[config.mk]
export PLATFORM = sky130hd
export DESIGN_NAME = multidrop_led_command_parser
export DESIGN_NICKNAME = d
export VERILOG_FILES = /design/src/rtl/core/mdlp_pkg.sv /design/src/rtl/core/mdlp_parser.sv /design/src/rtl/core/mdlp_out_reg.sv /design/src/rtl/core/multidrop_led_command_parser.sv
export SDC_FILE = /design/constraint.sdc
export NUM_CORES = 1
export LEC_CHECK = 0
export BUFFER_PORTS_ARGS = -buffer_cell sky130_fd_sc_hd__buf_2
export CAP_MARGIN = 25
export CORE_ASPECT_RATIO = 0.7
export CORE_MARGIN = 4
export CORE_UTILIZATION = 39
export DETAILED_ROUTE_END_ITERATION = 8
export PLACE_DENSITY = 0.63
export SKIP_CTS_REPAIR_TIMING = 1
export SLEW_MARGIN = 20
export SYNTH_ARGS = -nofsm -noshare
export SYNTH_HDL_FRONTEND = slang
export SYNTH_SLANG_ARGS = --single-unit
[constraint.sdc]
create_clock -name i_clk -period 8.9 [get_ports i_clk]
set_input_delay 0.445 -clock i_clk [delete_from_list [all_inputs] [get_ports i_clk]]
set_output_delay 0.445 -clock i_clk [all_outputs]
set_load 0.1 [all_outputs]
[src/rtl/core/mdlp_pkg.sv]
package mdlp_pkg;

    localparam int unsigned FRAME_DEPTH = 6;
    localparam int unsigned FILL_W      = 3;

    localparam logic [7:0] CMD_SOFT_RESET = 8'h01;
    localparam logic [7:0] CMD_SET_COLOR  = 8'h02;
    localparam logic [7:0] CMD_FADE       = 8'h03;
    localparam logic [7:0] ADDR_BROADCAST = 8'h00;

    localparam logic [1:0] KIND_SET   = 2'd0;
    localparam logic [1:0] KIND_FADE  = 2'd1;
    localparam logic [1:0] KIND_RESET = 2'd2;

    localparam logic [FILL_W-1:0] FILL_SET_DONE  = 3'd4;
    localparam logic [FILL_W-1:0] FILL_FADE_DONE = 3'd6;
    localparam logic [FILL_W-1:0] FILL_FULL      = 3'd6;

    typedef struct packed {
        logic       ninth_bit;
        logic [7:0] data_byte;
    } t_char;

    typedef struct packed {
        logic [1:0] cmd_kind;
        logic [7:0] speed_high;
        logic [7:0] speed_low;
        logic [7:0] level_ch0;
        logic [7:0] level_ch1;
        logic [7:0] level_ch2;
    } t_cmd;

    // one parsed request handed from the parser to the result register
    typedef struct packed {
        logic emit;
        t_cmd cmd;
    } t_step;

endpackage

[src/rtl/core/mdlp_parser.sv]
module mdlp_parser (
    input  logic          i_clk,
    input  logic          i_rst_n,
    input  logic          i_advance,
    input  mdlp_pkg::t_char i_char,
    input  logic [7:0]    i_node_address,
    output mdlp_pkg::t_step o_step
);
    import mdlp_pkg::*;

    logic                 r_listening;
    logic                 n_listening;
    logic [FILL_W-1:0]    r_fill;
    logic [FILL_W-1:0]    n_fill;
    logic [7:0]           r_frame [FRAME_DEPTH];
    logic [7:0]           w_view  [FRAME_DEPTH];
    logic                 w_store;
    logic [FILL_W-1:0]    w_fill_inc;

    assign w_store    = !i_char.ninth_bit && !r_listening && (r_fill < FILL_FULL);
    assign w_fill_inc = r_fill + {{(FILL_W-1){1'b0}}, 1'b1};

    // frame as it looks after this byte is stored
    always_comb begin
        for (int k = 0; k < FRAME_DEPTH; k++) begin
            w_view[k] = (w_store && r_fill == FILL_W'(k)) ? i_char.data_byte : r_frame[k];
        end
    end

    always_comb begin
        n_listening   = r_listening;
        n_fill        = r_fill;
        o_step        = '0;
        o_step.cmd.cmd_kind = KIND_SET;
        if (i_char.ninth_bit) begin
            if (i_char.data_byte == ADDR_BROADCAST || i_char.data_byte == i_node_address) begin
                n_listening = 1'b0;
                n_fill      = '0;
            end else begin
                n_listening = 1'b1;
            end
        end else if (w_store) begin
            n_fill = w_fill_inc;
            if (w_view[0] == CMD_SOFT_RESET) begin
                n_listening         = 1'b1;
                o_step.emit         = 1'b1;
                o_step.cmd.cmd_kind = KIND_RESET;
            end else if (w_view[0] == CMD_SET_COLOR && w_fill_inc == FILL_SET_DONE) begin
                n_listening          = 1'b1;
                o_step.emit          = 1'b1;
                o_step.cmd.cmd_kind  = KIND_SET;
                o_step.cmd.level_ch0 = w_view[1];
                o_step.cmd.level_ch1 = w_view[2];
                o_step.cmd.level_ch2 = w_view[3];
            end else if (w_view[0] == CMD_FADE && w_fill_inc == FILL_FADE_DONE) begin
                n_listening           = 1'b1;
                o_step.emit           = 1'b1;
                o_step.cmd.cmd_kind   = KIND_FADE;
                o_step.cmd.speed_high = w_view[1];
                o_step.cmd.speed_low  = w_view[2];
                o_step.cmd.level_ch0  = w_view[3];
                o_step.cmd.level_ch1  = w_view[4];
                o_step.cmd.level_ch2  = w_view[5];
            end
        end
    end

    always_ff @(posedge i_clk) begin
        if (!i_rst_n) begin
            r_listening <= 1'b1;
            r_fill      <= '0;
        end else if (i_advance) begin
            r_listening <= n_listening;
            r_fill      <= n_fill;
        end
    end

    always_ff @(posedge i_clk) begin
        if (i_advance && w_store) begin
            r_frame[r_fill] <= i_char.data_byte;
        end
    end

endmodule

[src/rtl/core/mdlp_out_reg.sv]
module mdlp_out_reg (
    input  logic           i_clk,
    input  logic           i_rst_n,
    input  logic           i_load,
    input  mdlp_pkg::t_step i_step,
    input  logic           i_out_ready,
    output logic           o_out_valid,
    output mdlp_pkg::t_cmd o_out_data
);
    import mdlp_pkg::*;

    logic r_valid;
    t_cmd r_data;

    always_ff @(posedge i_clk) begin
        if (!i_rst_n) begin
            r_valid <= 1'b0;
        end else if (i_load && i_step.emit) begin
            r_valid <= 1'b1;
        end else if (i_out_ready) begin
            r_valid <= 1'b0;
        end
    end

    always_ff @(posedge i_clk) begin
        if (i_load && i_step.emit) begin
            r_data <= i_step.cmd;
        end
    end

    assign o_out_valid = r_valid;
    assign o_out_data  = r_data;

endmodule

[src/rtl/core/multidrop_led_command_parser.sv]
// Multidrop LED command parser.
// Input channel (i_in_valid / o_in_ready / i_in_data) takes one 9-bit bus
// character per request: the address flag and the payload byte. Output
// channel (o_out_valid / i_out_ready / o_out_data) gives one decoded LED
// command per complete soft-reset, set-color or fade frame.
// i_cfg_we / i_cfg_data write the node address; write only while idle.
// Path: a character sits in the input register, is parsed, and the command
// lands in the output register, which drives o_out_valid.
// Throughput: one character per cycle, set by the single parse step between
// the input register and the output register.
// A stalled output stops the parse step only while a result is waiting; the
// input register then holds one more character and o_in_ready drops.
// Reset (synchronous, active low) empties both registers, sets the node
// address to 1, puts the node in listening mode and clears the fill count.
module multidrop_led_command_parser (
    input  logic            i_clk,
    input  logic            i_rst_n,
    input  logic            i_in_valid,
    output logic            o_in_ready,
    input  mdlp_pkg::t_char i_in_data,
    output logic            o_out_valid,
    input  logic            i_out_ready,
    output mdlp_pkg::t_cmd  o_out_data,
    input  logic            i_cfg_we,
    input  logic [7:0]      i_cfg_data
);
    import mdlp_pkg::*;

    logic       r_in_valid;
    t_char      r_in;
    logic [7:0] r_node_address;
    logic       w_advance;
    t_step      w_step;

    assign w_advance  = r_in_valid && (!o_out_valid || i_out_ready);
    assign o_in_ready = !r_in_valid || w_advance;

    always_ff @(posedge i_clk) begin
        if (!i_rst_n) begin
            r_in_valid     <= 1'b0;
            r_node_address <= 8'd1;
        end else begin
            if (o_in_ready) begin
                r_in_valid <= i_in_valid;
            end
            if (i_cfg_we) begin
                r_node_address <= i_cfg_data;
            end
        end
    end

    always_ff @(posedge i_clk) begin
        if (o_in_ready && i_in_valid) begin
            r_in <= i_in_data;
        end
    end

    mdlp_parser u_parser (
        .i_clk          (i_clk),
        .i_rst_n        (i_rst_n),
        .i_advance      (w_advance),
        .i_char         (r_in),
        .i_node_address (r_node_address),
        .o_step         (w_step)
    );

    mdlp_out_reg u_out_reg (
        .i_clk       (i_clk),
        .i_rst_n     (i_rst_n),
        .i_load      (w_advance),
        .i_step      (w_step),
        .i_out_ready (i_out_ready),
        .o_out_valid (o_out_valid),
        .o_out_data  (o_out_data)
    );

    a_kind_legal: assert property (@(posedge i_clk) disable iff (!i_rst_n)
        o_out_valid |-> (o_out_data.cmd_kind == KIND_SET ||
                         o_out_data.cmd_kind == KIND_FADE ||
                         o_out_data.cmd_kind == KIND_RESET))
        else $error("illegal command kind in result");

    a_speed_only_fade: assert property (@(posedge i_clk) disable iff (!i_rst_n)
        (o_out_valid && o_out_data.cmd_kind != KIND_FADE) |->
            (o_out_data.speed_high == 8'd0 && o_out_data.speed_low == 8'd0))
        else $error("speed bytes set on non-fade command");

    a_reset_levels_zero: assert property (@(posedge i_clk) disable iff (!i_rst_n)
        (o_out_valid && o_out_data.cmd_kind == KIND_RESET) |->
            (o_out_data.level_ch0 == 8'd0 && o_out_data.level_ch1 == 8'd0 &&
             o_out_data.level_ch2 == 8'd0))
        else $error("soft reset carries levels");

    a_in_hold: assert property (@(posedge i_clk) disable iff (!i_rst_n)
        (r_in_valid && !w_advance) |=> (r_in_valid && $stable(r_in)))
        else $error("pending character lost from input register");

endmodule

* Word level (Yosys, flattened, before mapping)
Memories as Yosys holds them, arrays and structs flattened.
Cells that the tools add are included.
** Operators by class
- Div/mod/pow operators :: 0
- Order comparisons :: 1
- Multiply operators :: 0
- Equality and inequality tests :: 12
- Bitwise gates (word level) :: 2
- Add/sub/neg operators :: 1
- Muxes and demuxes :: 27
- Shifts and indexed selects :: 0
- Reduce and logical (&&, ||, !) cells :: 32
** Operator list (count)
- $mux 43 :: 3
- $mux 8 :: 6
- $mux 40 :: 1
- $mux 24 :: 1
- $eq 8x2->1 const B :: 2
- $mux 16 :: 1
- $mux 3 :: 5
- $logic_and 1x1->1 :: 14
- $eq 3x3->1 const B :: 4
- $mux 1 :: 10
- $eq 8x1->1 const B :: 1
- $eq 8x8->1 :: 1
- $logic_not 8->1 :: 1
- $eq 3x2->1 const B :: 2
- $reduce_and 3->1 :: 2
- $reduce_or 5->1 :: 1
- $logic_not 1->1 :: 4
- $reduce_bool 2->1 :: 2
- $reduce_bool 4->1 :: 1
- $reduce_or 4->1 :: 1
- $add 3x1->3 const B :: 1
- $eq 3x1->1 const B :: 1
- $logic_not 3->1 :: 1
- $logic_or 1x1->1 :: 3
- 5 further kinds :: 6
** Storage, ports and cells
- Memory bits (read-only) :: 0
- Memory bits (writable) :: 48
- Latch bits :: 0
- Flip-flop bits (word level) :: 65
- Input port bits :: 22
- Memories :: 1
** Memory list
- u_parser.r_frame :: depth 6, bits a word 8, rd ports 6, clocked after Yosys merged registers in 0, wr ports 1, line mdlp_parser.sv:15 : logic [7:0] r_frame [FRAME_DEPTH];

* Longest topological paths before layout
- Depth after elaboration :: 14
- Gate-level depth with buffers :: 10
- Depth with buffers taken out :: 7

* Hierarchy
Synthesis repeated with hierarchy kept, for this count alone.
** Second synthesis, totals
- Cells, all modules :: 320
- Area, all modules :: 4715.8 um^2
** By module, submodules not included
- mdlp_parser :: area each 2788.9 um^2, instances 1, cells an instance 233
- mdlp_out_reg :: area each 1301.2 um^2, instances 1, cells an instance 46
- multidrop_led_command_parser :: area each 625.6 um^2, instances 1, cells an instance 41

* Worst setup path after synthesis
Ideal clock, no wire load.
- Path type :: reg-to-reg
- Start point :: register u_parser.r_fill[0]
- End point :: register u_out_reg.r_data (netlist bit u_out_reg.o_out_data[0]), enable pin
- Buffers on the path :: 0
- Period minus slack after synthesis :: 4321 ps
- Arrival time :: 3864 ps
- Cell stages (with the launch flop) :: 7
- Slack :: 4579 ps
- Path through :: dfxtp_1 > ha_1 > ha_1 > or3b_2 > nor4_2 > o21ai_2 > a21oi_1
** On the way
- Word-level cells in the longest chain between the ends :: 12
- Elaborated cells on any way between the ends :: 19
** RTL lines
- from (decl) :: line mdlp_parser.sv:13 : logic [FILL_W-1:0] r_fill;
- from (signal assigned) :: line mdlp_parser.sv:74 : r_fill <= n_fill;
- $lt 3x3->1 :: line mdlp_parser.sv:20 : assign w_store = !i_char.ninth_bit && !r_listening && (r_fill < FILL_FULL);
- $logic_and 1x1->1 :: line mdlp_parser.sv:20
- $logic_and 1x1->1 :: line mdlp_parser.sv:26 : w_view[k] = (w_store && r_fill == FILL_W'(k)) ? i_char.data_byte : r_frame[k];
- $mux 8 :: line mdlp_parser.sv:26
- $eq 8x2->1 :: line mdlp_parser.sv:55 : end else if (w_view[0] == CMD_FADE && w_fill_inc == FILL_FADE_DONE) begin
- $logic_and 1x1->1 :: line mdlp_parser.sv:55
- $mux 43 :: line mdlp_parser.sv:55
- $mux 3 :: line mdlp_parser.sv:48 : end else if (w_view[0] == CMD_SET_COLOR && w_fill_inc == FILL_SET_DONE) begin
- $mux 3 :: line mdlp_parser.sv:44 : if (w_view[0] == CMD_SOFT_RESET) begin
- $mux 43 * :: line mdlp_parser.sv:42 : end else if (w_store) begin
- $mux 43 * :: line mdlp_parser.sv:35 : if (i_char.ninth_bit) begin
- $logic_and 1x1->1 * :: line mdlp_out_reg.sv:26 : if (i_load && i_step.emit) begin
- to (signal assigned) :: line mdlp_out_reg.sv:27 : r_data <= i_step.cmd;
- to (decl) :: line mdlp_out_reg.sv:13 : t_cmd r_data;
Every way passes the cells marked *; elsewhere a longest branch is shown, timed or not.
A chain may end at the register's enable or synchronous reset.

* Worst setup path in the final report
- Start point :: register u_parser.r_fill[2]
- End point :: register u_out_reg.r_data (netlist bit u_out_reg.o_out_data[14]), data pin
** On the way
- Word-level cells in the longest chain between the ends :: 8
- Elaborated cells on any way between the ends :: 23
** RTL lines (line)
- $lt 3x3->1 :: mdlp_parser.sv:20
- $logic_and 1x1->1 :: mdlp_parser.sv:20
- $logic_and 1x1->1 :: mdlp_parser.sv:26
- $mux 8 :: mdlp_parser.sv:26
- $eq 8x2->1 :: mdlp_parser.sv:55
- $logic_and 1x1->1 :: mdlp_parser.sv:55
- $mux 43 :: mdlp_parser.sv:55
- $mux 24 :: mdlp_parser.sv:48
Several ways; a longest one is shown, not always the timed one.

==> qor.csv <==
metric,value,unit
status,finished clean,
Hold Path Sink,r_in[4]$_DFFE_PP_,
R2R Path End,u_out_reg.o_out_data[14]$_SDFFCE_PP0P_,
CTS sink count,113,
PortBufs,65,
final worst setup slack,5680,ps
Clock Path Buffers,2,
clk_skew,9.96,ps
Post-Syn Area,4840,um2
DRC,0,
largest delay contributor family on the critical path,simple AND/OR/NAND/NOR gates,
Worst Hold Slack,219,ps
Die H,101,um
RePlAce Congestion,0.859,
"Seq/Total Area, Yosys",0.672,
Post-DP Area,5340,um2
post-detail-place hpwl,6820,um
via count,2880,
largest net degree at the start of global routing,42,
first drt pass iteration count,7,
first-pass GRT wire length,15900,um
DRT antenna net count,0,
DIE WIDTH,141,um
CP startpoint kind,flip-flop,
peak supply drop,143,uV
fin area,5880,um2
total gr overflow,0,
CP arrival,3450,ps
Die Area,14300,um2
hold path startpoint,i_in_data[4],
worst rel slew slack,0.424,
Worst-Margin Slew,864,ps
CP endpoint kind,flip-flop,
htree depth,4,
placed insts,534,
leakage,0.00207,uW
YS warnings,0,
drt total wl,10200,um
share of cells above drive strength 1,0.286,
row count,33,
Total Nets Final,424,
via/cell ratio,5.09,
DR iter-0 viols,313,
CP max FO,17,
Critical Path Max Stage Delay,760,ps
core area,11900,um2
worst hold stages,1,
antenna violations before repair,0,
Power Density,209,nW/um2
final cell count without fillers,566,
io pins,66,
setup_tns,0,ps
"commonest cells after routing, fill and taps aside","edfxtp_1 (99), buf_2 (65), mux2i_1 (50), nor2_1 (21), clkbuf_16 (17)",
diode count,0,
number of global-route vias before repair,2851,
Worst-Skew Late Latency,400,ps
cell chain of the critical path,"inv_1, ha_1, or3b_2, nor4_2, o21ai_2, or3b_1, o22ai_1",
hold crit path type,in2reg,
Root Driver,clkbuf_16,
Max Freq,311,MHz
period utilisation layout,0.361,
CTS Buf Count,17,
initial core utilization,0.406,
clock-pin slew on the worst setup and hold paths,50,ps
max_cap viols,0,
area grow syn2layout,21.5,%
cells on worst reg2reg path,7,
all-layer global routing usage,0.149,
Mean Syn Cell Area,14.9,um2
R2R Setup Slk,5680,ps
crit path max-delay cell type,or3b_1,
Crit path required time,9130,ps
worst r2r src,u_parser.r_fill[2]$_SDFFE_PN0P_,
Max Slew Vio Count,0,
Tmin final,3220,ps
Gate Count Post-Synth,324,
crit path kind,reg2reg,
"FF+latch count, synth",113,
wire per inst,18.1,um
RSZ-0062 raised after global routing,no,
Cell variety after synth,44,
pre-CTS setup slack,5680,ps
"Hold Vio Cnt, Final",0,
Post-Syn Nets,352,
Buf/Inv on CP,1,
"most common cell after layout, fill and taps aside",edfxtp_1,
final setup vio count,0,
CTS tree,done,
[per-layer routing]
metal  part of all wire  track usage  vias up
met5                  0            0        -
met4              0.015       0.0745        0
li1                   -            -     1389
met2               0.42        0.206      112
met1               0.50        0.218     1365
met3              0.070       0.0368       14
[area by class of cell]
type | instances | area (um2)
flip-flops and latches | 113 | 3250
well taps | 157 | 196
fillers | 1032 | 6050
clock buffers | 25 | 485
clock inverters | 7 | 61.3
inverters | 6 | 22.5
repair buffers | 73 | 385
multi-input cells | 185 | 1480
[registers in the layout (all words and copies together), names as in the netlist]
register               cells
u_parser.r_listening       1
u_out_reg.o_out_data      42
r_in_valid                 1
r_in                       9
r_node_address             8
u_parser.r_frame          48
u_parser.r_fill            3
u_out_reg.o_out_valid      1
[synth_stat cells, drive strengths merged]
cell type / n / area [um2]
a211oi: 1 / 7.51
a21oi: 5 / 25.0
a221o: 1 / 10.0
a2bb2oi: 1 / 8.76
and2: 10 / 62.6
and3: 1 / 6.26
and3b: 1 / 8.76
and4: 2 / 17.5
buf: 7 / 50.0
clkbuf: 13 / 48.8
dfxtp: 14 / 280
edfxtp: 99 / 2970
ha: 6 / 75.1
inv: 6 / 22.5
mux2: 1 / 11.3
mux2i: 50 / 500
nand2: 7 / 26.3
nand2b: 2 / 12.5
nand3: 2 / 10.0
nand4: 2 / 12.5
nor2: 21 / 78.8
nor2b: 11 / 68.8
nor3: 2 / 10.0
nor3b: 2 / 15.0
nor4: 10 / 68.8
nor4b: 3 / 41.3
o211ai: 1 / 7.51
o21a: 1 / 7.51
o21ai: 1 / 8.76
o22ai: 24 / 206
o2bb2ai: 1 / 15.0
o311a: 2 / 20.0
or2: 1 / 6.26
or3b: 2 / 17.5
or4: 1 / 11.3
or4b: 1 / 10.0
xnor2: 1 / 8.76
xor2: 8 / 70.1
[power breakdown]
part           total (uW)  leakage (uW)  switching, uW  internal [uW]
Sequential            600      0.000923           17.8            582
Combinational        16.7      0.000883           7.03           9.70
Clock                 615      0.000268            213            402
Total                1230       0.00207            238            993
[how the worst max path moves through the flow]
stage,from,end,cells after the start
final,u_parser.r_fill[2]$_SDFFE_PN0P_,u_out_reg.o_out_data[14]$_SDFFCE_PP0P_,7
after CTS,u_parser.r_fill[2]$_SDFFE_PN0P_,u_out_reg.o_out_data[14]$_SDFFCE_PP0P_,7
after floorplan,u_parser.r_fill[0]$_SDFFE_PN0P_,u_out_reg.o_out_data[0]$_SDFFCE_PP0P_,6
after global routing,u_parser.r_fill[2]$_SDFFE_PN0P_,u_out_reg.o_out_data[16]$_SDFFCE_PP0P_,7
after global placement,u_parser.r_fill[2]$_SDFFE_PN0P_,u_out_reg.o_out_data[15]$_SDFFCE_PP0P_,7
after detailed placement,u_parser.r_fill[2]$_SDFFE_PN0P_,u_out_reg.o_out_data[14]$_SDFFCE_PP0P_,7
[cells by family (layout without fill, tap and decap cells)]
group	Yosys count	count (layout)	share of synthesized area
XOR/XNOR	9	9	0.0163
flip-flops	113	113	0.672
multiplexers	51	51	0.106
adder cells (fa/ha/maj)	6	6	0.0155
AO/OA/AOI/OAI	38	38	0.0654
AND/OR/NAND/NOR	81	81	0.100
buffers and inverters	26	111	0.0251
[metrics by stage]
stage | utilization | power (uW)
floorplan | - | 613
global route | 0.493 | 1270
global placement | 0.447 | 626
finish | 0.493 | 1230
detailed placement | 0.447 | 627
CTS | 0.493 | 1240
Power figures use the tool's default switching activity.
